===== config.mk =====
export PLATFORM = sky130hd
export DESIGN_NAME = ppst_front
export DESIGN_NICKNAME = d
export VERILOG_FILES = /design/src/ppst_pkg.sv /design/src/ppst_front.sv
export SDC_FILE = /design/constraint.sdc
export NUM_CORES = 1
export LEC_CHECK = 0
export BUFFER_PORTS_ARGS = -buffer_cell sky130_fd_sc_hd__buf_2
export CAP_MARGIN = 15
export CORE_MARGIN = 1.5
export CORE_UTILIZATION = 40
export DETAILED_ROUTE_END_ITERATION = 6
export PLACE_DENSITY_LB_ADDON = 0.25
export SLEW_MARGIN = 20
export SYNTH_ARGS = -nofsm -noshare
export SYNTH_HDL_FRONTEND = slang
export SYNTH_SLANG_ARGS = --single-unit

===== constraint.sdc =====
create_clock -name clk -period 7.8 [get_ports clk]
set_input_delay 0.39 -clock clk [delete_from_list [all_inputs] [get_ports clk]]
set_output_delay 0.39 -clock clk [all_outputs]
set_load 0.03 [all_outputs]

===== src/ppst_pkg.sv =====
package ppst_pkg;

	// path store geometry
	localparam int PATH_DEPTH = 4096;
	localparam int IDX_W      = $clog2(PATH_DEPTH);
	localparam int N_W        = $clog2(PATH_DEPTH + 1);
	localparam int COORD_BITS = 24;
	localparam int DIFF_W     = COORD_BITS + 1;
	localparam int SQ_W       = 2 * DIFF_W;
	localparam int SUM_W      = SQ_W + 1;
	localparam int PT_W       = 2 * COORD_BITS;

	// front queue
	localparam int FIFO_DEPTH = 2;
	localparam int FIFO_PTR_W = $clog2(FIFO_DEPTH);
	localparam int FIFO_CNT_W = $clog2(FIFO_DEPTH + 1);

	// cordic widths
	localparam int CW           = 50;
	localparam int ZW           = 34;
	localparam int ANG_W        = 32;
	localparam int SIN_W        = 33;
	localparam int CORDIC_STEPS = 24;
	localparam int STEP_W       = 5;
	localparam int NORM_BIT     = 45;
	localparam logic signed [CW-1:0] K_INIT = CW'(652032874);
	localparam logic [ANG_W-1:0] ANG_HALF = 32'h8000_0000;
	localparam logic [ANG_W-1:0] ANG_QTR  = 32'h4000_0000;
	localparam logic [ANG_W-1:0] ANG_3QTR = 32'hC000_0000;

	// heading conversion
	localparam int H_W     = 16;
	localparam int P_W     = 18;
	localparam int PABS_W  = 17;
	localparam int H_LO    = -11520;
	localparam int H_HI    = 23040;
	localparam int P_OFS_A = 11520;
	localparam int P_OFS_B = -34560;

	// scaling by 2^22 / 45: |p| * DIV_Q + (|p| * DIV_R + DIV_RND) / 45
	localparam int DIV_Q   = 93206;
	localparam int DIV_R   = 34;
	localparam int DIV_RND = 22;
	// reciprocal of 45, exact for numerators below 2^23
	localparam int DIV_M   = 11930465;
	localparam int DIV_MSH = 29;
	localparam int DQ_W    = 34;
	localparam int DM_W    = 23;
	localparam int DMP_W   = 47;

	// output scaling
	localparam int RAD_SCALE = 411775;
	localparam int STEER_W   = 16;
	localparam int STEER_MAX = 25736;
	localparam int OUT_IDX_W = 12;

	// configuration registers
	localparam int CFG_W     = 16;
	localparam int CFG_IDX_W = 2;
	localparam logic [CFG_IDX_W-1:0] CFG_LOOKAHEAD = 2'd0;
	localparam logic [CFG_IDX_W-1:0] CFG_WHEELBASE = 2'd1;
	localparam logic [CFG_IDX_W-1:0] CFG_PATH_LEN  = 2'd2;
	localparam int LA_RESET = 512;
	localparam int WB_RESET = 691;
	localparam int PL_RESET = 4096;

	// request kinds
	localparam logic REQ_LOAD = 1'b0;
	localparam logic REQ_POSE = 1'b1;

	typedef struct packed {
		logic                         req_type;
		logic [11:0]                  point_index;
		logic signed [COORD_BITS-1:0] pos_x;
		logic signed [COORD_BITS-1:0] pos_y;
		logic signed [H_W-1:0]        heading;
	} req_t;

	typedef struct packed {
		logic signed [STEER_W-1:0] steering;
		logic [OUT_IDX_W-1:0]      nearest_index;
		logic                      waypoint_found;
	} res_t;

	typedef struct packed {
		logic [15:0] lookahead_dist;
		logic [11:0] wheelbase;
		logic [12:0] path_length;
	} cfg_t;

	typedef struct packed {
		logic valid;
		req_t item;
	} fifo_out_t;

	// arctangent of 2^-i in binary angle units
	function automatic logic [29:0] ang_tab(input logic [STEP_W-1:0] i);
		logic [29:0] v;
		unique case (i)
			5'd0:  v = 30'd536870912;
			5'd1:  v = 30'd316933406;
			5'd2:  v = 30'd167458907;
			5'd3:  v = 30'd85004756;
			5'd4:  v = 30'd42667331;
			5'd5:  v = 30'd21354465;
			5'd6:  v = 30'd10679838;
			5'd7:  v = 30'd5340245;
			5'd8:  v = 30'd2670163;
			5'd9:  v = 30'd1335087;
			5'd10: v = 30'd667544;
			5'd11: v = 30'd333772;
			5'd12: v = 30'd166886;
			5'd13: v = 30'd83443;
			5'd14: v = 30'd41722;
			5'd15: v = 30'd20861;
			5'd16: v = 30'd10430;
			5'd17: v = 30'd5215;
			5'd18: v = 30'd2608;
			5'd19: v = 30'd1304;
			5'd20: v = 30'd652;
			5'd21: v = 30'd326;
			5'd22: v = 30'd163;
			5'd23: v = 30'd81;
			default: v = 30'd0;
		endcase
		return v;
	endfunction

endpackage


===== src/ppst_front.sv =====
module ppst_front (
	input  logic                clk,
	input  logic                arst_n,
	input  logic                start,
	output logic                busy,
	input  ppst_pkg::req_t      request,
	input  logic                pop,
	output ppst_pkg::fifo_out_t q
);
	import ppst_pkg::*;

	req_t                  mem_q [FIFO_DEPTH];
	logic [FIFO_PTR_W-1:0] wr_q;
	logic [FIFO_PTR_W-1:0] rd_q;
	logic [FIFO_CNT_W-1:0] cnt_q;
	logic                  push;
	logic                  pull;

	assign busy = (cnt_q == FIFO_CNT_W'(FIFO_DEPTH));
	assign push = start && !busy;
	assign pull = pop && (cnt_q != '0);
	assign q.valid = (cnt_q != '0);
	assign q.item  = mem_q[rd_q];

	// pointers and fill count
	always_ff @(posedge clk or negedge arst_n) begin
		if (!arst_n) begin
			wr_q  <= '0;
			rd_q  <= '0;
			cnt_q <= '0;
		end else begin
			if (push) begin
				wr_q <= (wr_q == FIFO_PTR_W'(FIFO_DEPTH - 1)) ? '0 : wr_q + 1'b1;
			end
			if (pull) begin
				rd_q <= (rd_q == FIFO_PTR_W'(FIFO_DEPTH - 1)) ? '0 : rd_q + 1'b1;
			end
			if (push && !pull) begin
				cnt_q <= cnt_q + 1'b1;
			end else if (pull && !push) begin
				cnt_q <= cnt_q - 1'b1;
			end
		end
	end

	// item storage
	always_ff @(posedge clk) begin
		if (push) begin
			mem_q[wr_q] <= request;
		end
	end

endmodule


### Word level (Yosys, flattened, before mapping)

Memory sizes are Yosys's and may differ from the RTL's.
Index checks and enable logic that the tools add are counted.

* output and inout port bits: 79
* memories kept: 1
* flip-flop bits (word level): 4
* memory bits (writable): 154

* reductions and logical operators: 9
* $add $sub $neg: 4
* equal/unequal tests: 1
* mux-type cells: 6

Memories
* mem_q: words 2, bits a word 77, read ports 1, clocked after Yosys merged registers in 0, write ports 1, RTL line ppst_front.sv:12 `req_t mem_q [FIFO_DEPTH];`

Operators by type and width (count)
* $logic_and 1x1->1: 4
* $mux 1: 4
* $mux 2: 2
* $reduce_bool 2->1: 2
* $logic_not 1->1: 3
* $add 1x1->1 const B: 2
* $add 2x1->2 const B: 1
* $eq 2x2->1 const B: 1
* $sub 2x1->2 const B: 1

### Depth between registers and ports, before layout

* depth after elaboration: 7
* mapped depth: 7
* depth with buffers taken out: 7

### Least setup slack after synthesis

Ideal clock, no wire load.

* path type: flip-flop to flip-flop
* start point: register cnt_q[0]
* end point: memory mem_q[0][0] (netlist bit) (enable)
* data arrival time: 3.836 ns
* library setup time: 0.513 ns
* data required time: 7.287 ns
* path slack: 3.451 ns
* buffers on the path: 0
* cell stages (with the launch flop): 4
* cells stage by stage: dfrtp_1 -> nand2b_1 -> nand2_1 -> nor2_1

* word-level cells in the longest chain between the ends: 5

Ends and longest elaborated chain
* start, declared: RTL line ppst_front.sv:15 `logic [FIFO_CNT_W-1:0] cnt_q;`
* start signal, assigned: RTL line ppst_front.sv:39 `cnt_q <= cnt_q + 1'b1;`
* start signal, assigned: RTL line ppst_front.sv:41 `cnt_q <= cnt_q - 1'b1;`
* $eq 2x2->1: RTL line ppst_front.sv:19 `assign busy = (cnt_q == FIFO_CNT_W'(FIFO_DEPTH));`
* $logic_not 1->1: RTL line ppst_front.sv:20 `assign push = start && !busy;`
* $logic_and 1x1->1: RTL line ppst_front.sv:20
* $mux 1: RTL line ppst_front.sv:48 `if (push) begin`
* $mux 1 (not written as such): RTL line ppst_front.sv:49 `mem_q[wr_q] <= request;`
* end, declared: RTL line ppst_front.sv:12

Every way passes these cells.

### Worst setup path in the final report

* start point: register cnt_q[0]
* end point: memory mem_q[0][9] (netlist bit) (enable)

Same word-level chain as after synthesis.

==> flow_metrics.tcl <==
set metrics [dict create \
    outcome "finished clean" \
    synth_area_leaders "edfxtp_1 79%, mux2_2 11%, mux2_4 5.1%" \
    worstMarginPinSlew_ps 932.0 \
    vdd_ir_drop_max_v 0.0001806 \
    routed_via_density 4.641 \
    avgRoutedWirePerCell_um 16.43 \
    grt_pass1_vias 3040 \
    cts_hold_buffers 1 \
    crit_type "reg2reg" \
    drc 0 \
    syn_nets 341 \
    area_growth_pct 27.58 \
    slew_headroom_pct 37.72 \
    num_vias 2896 \
    critPathSlowestCell "nor2_4" \
    synthArstFlopShare_pct 2.532 \
    insertion_delay_ps 420 \
    tns_ps 0 \
    grt_usage_pct 13.85 \
    crit_fanout 47 \
    grt_overflow 0 \
    root_buffer "clkbuf_16" \
    cts_buffer_depth 2 \
    highest_layer "met5" \
    n_antenna_cell 0 \
    rsz0062_at_grt "false" \
    worst-path-buf-inv 1 \
    synthXorXnorAreaFrac_pct 0.7506 \
    crit_arrival_ps 2580 \
    dr.pass1.iters 4 \
    maxCapViolations 0 \
    synth-simple-area-share_pct 0.5790 \
    post-cts-setup-buffers 0 \
    placed_area_um2 6837 \
    ys_seq_area_share_pct 80.98 \
    critPathCaptureType "register" \
    dpl.hpwl_mm 6.538 \
    final_design_area_no_fill_um2 7443 \
    skew_ps 4.409 \
    ys_ff_latch 158 \
    synth_cell_types 15 \
    cts_sinks 158 \
    io_buffers 159 \
    drt-met1-wl_mm 4.270 \
    nNetsFinal 514 \
    rows 43 \
    timing.final.crit_share_pct 32.35 \
    synth_top_family_by_area "multiplexers" \
    finalHoldViolations 0 \
    synth_top_area_cell "edfxtp_1" \
    htreeDepth 4 \
    routed_wl_mm 10.25 \
    crit_chain "nand2b_1, nand2_1, nor2_4, buf_4" \
    place.gp.congestion 0.7102 \
    ios 160 \
    antenna_found_initial 1 \
    synth_area_um2 5834 \
    setup_viol 0 \
    crit_family "simple AND/OR/NAND/NOR gates" \
    crit_required_ps 7860 \
    total_leakage_power_nw 2.853 \
    grt_max_degree 78 \
    avgSynthCellArea_um2 22.53 \
    synth.most_common_cell "edfxtp_1" \
    slowest_delay_ps 730 \
    wl_met3_um 777 \
    yosysTopAreaCellShare_pct 79.26 \
    die_h_um 123.8 \
    grt_pass1_wl_mm 15.17 \
    netlist_instances 259 \
    yosys.area_share.adder_pct 0.2145 \
    core_um2 14040 \
    yosysWarnings 0 \
    crit_path_start_kind "register" \
    numCtsBuffers 17 \
    power_density_nw_per_um2 420.2 \
    ant_nets 0 \
    final_layout_size_suffix_gt1_share_pct 60.81 \
    worstHoldPathType "in2reg" \
    dr_wl_met2_mm 4.998 \
    dieArea_um2 15320 \
    die_w_um 123.8 \
    n_fill_cell 1174 \
    start_util_pct 41.55 \
    fmax_mhz 396.4 \
    report.final.slew_viol_count 0 \
    clkTransAtPathRegs_ps 60 \
    synthMuxAreaShare_pct 16.15 \
    drtIter0Drc 158 \
    synthTopCellsByCount "154 x edfxtp_1, 57 x mux2_2, 20 x mux2_4, 5 x buf_2" \
    synth_edf_count 154 \
    cts_tree "done" \
    layout_min_cycle_time_ps 2523 \
    cts_resized 0 \
    synthFlopType "edfxtp_1" \
    synth_compound_area_share_pct 0 \
]
-- where the power goes --
group,switching (mW),internal [mW]
logic,0.680,0.397
clock network,0.309,0.496
registers,0.0831,1.16
total,1.07,2.06
-- final cells by class --
| cell class | instances | area [µm²] | share of cell area [%] |
|---|---|---|---|
| multi-input cells | 90 | 1045 | 14.04 |
| clock inverters | 13 | 147.6 | 1.984 |
| repair buffers | 163 | 860.8 | 11.56 |
| flip-flops and latches | 158 | 4728 | 63.52 |
| inverters | 2 | 7.507 | 0.1009 |
| clock buffers | 18 | 429.2 | 5.766 |
| well taps | 180 | 225.2 | 3.026 |
-- flip-flops by register name (all words and copies together), names as in the netlist --
signal and count:
mem_q 154, cnt_q 2, wr_q 1, rd_q 1
-- cell families after synthesis --
group	after synthesis
xor+xnor	5
simple gates	7
mux	77
buf+inv	11
flops	158
fa+ha+maj	1
-- per-stage QoR --
| stage | cells | worst slack (ps) | utilization [%] | total power [mW] | hold slack, ps |
|---|---|---|---|---|---|
| 2_1_floorplan | 259 | 3451 | - | 2.080 | 94.41 |
| 3_3_place_gp | 590 | 5268 | 48.49 | 2.333 | 199.4 |
| 3_5_place_dp | 591 | 5188 | 48.69 | 2.361 | 201.5 |
| 4_1_cts | 623 | 5182 | 52.86 | 3.174 | 129.2 |
| 5_1_grt | 624 | 5016 | 53.01 | 3.281 | 134.6 |
| 6_report | 624 | 5277 | 53.01 | 3.128 | 153.2 |
-- per-layer routing --
layer | GRT usage, % | vias up
met1 | 15.90 | 1401
li1 | - | 1366
met2 | 22.17 | 108
met3 | 6.044 | 19
met4 | 6.897 | 2
met5 | 0 | -
-- final timing paths --
kind                       slack [ps]  cells after the start                     end            startpoint
setup / recovery                 5280                      4   mem_q[0][9]$_DFFE_PP_  cnt_q[0]$_DFFE_PN0P_
hold / removal                    150                      1  mem_q[1][10]$_DFFE_PP_           request[10]
setup reg to reg                 5280                      4   mem_q[0][9]$_DFFE_PP_  cnt_q[0]$_DFFE_PN0P_
hold reg to reg                   500                      1    cnt_q[1]$_DFFE_PN0P_  cnt_q[1]$_DFFE_PN0P_
max in group asynchronous        7350                      2        rd_q$_DFFE_PN0P_                arst_n
min in group asynchronous         310                      2    cnt_q[1]$_DFFE_PN0P_                arst_n
-- layout by cell type, fill, tap and decap left out, drive strengths merged, types with 3 or more instances in the layout --
cell and count:
buf 162, bufinv 3, clkbuf 18, clkinv 6, clkinvlp 3, dfrtp 4, edfxtp 154, inv 3
mux2 77, xnor2 3
Note: power is estimated with default switching activity, not from simulation.
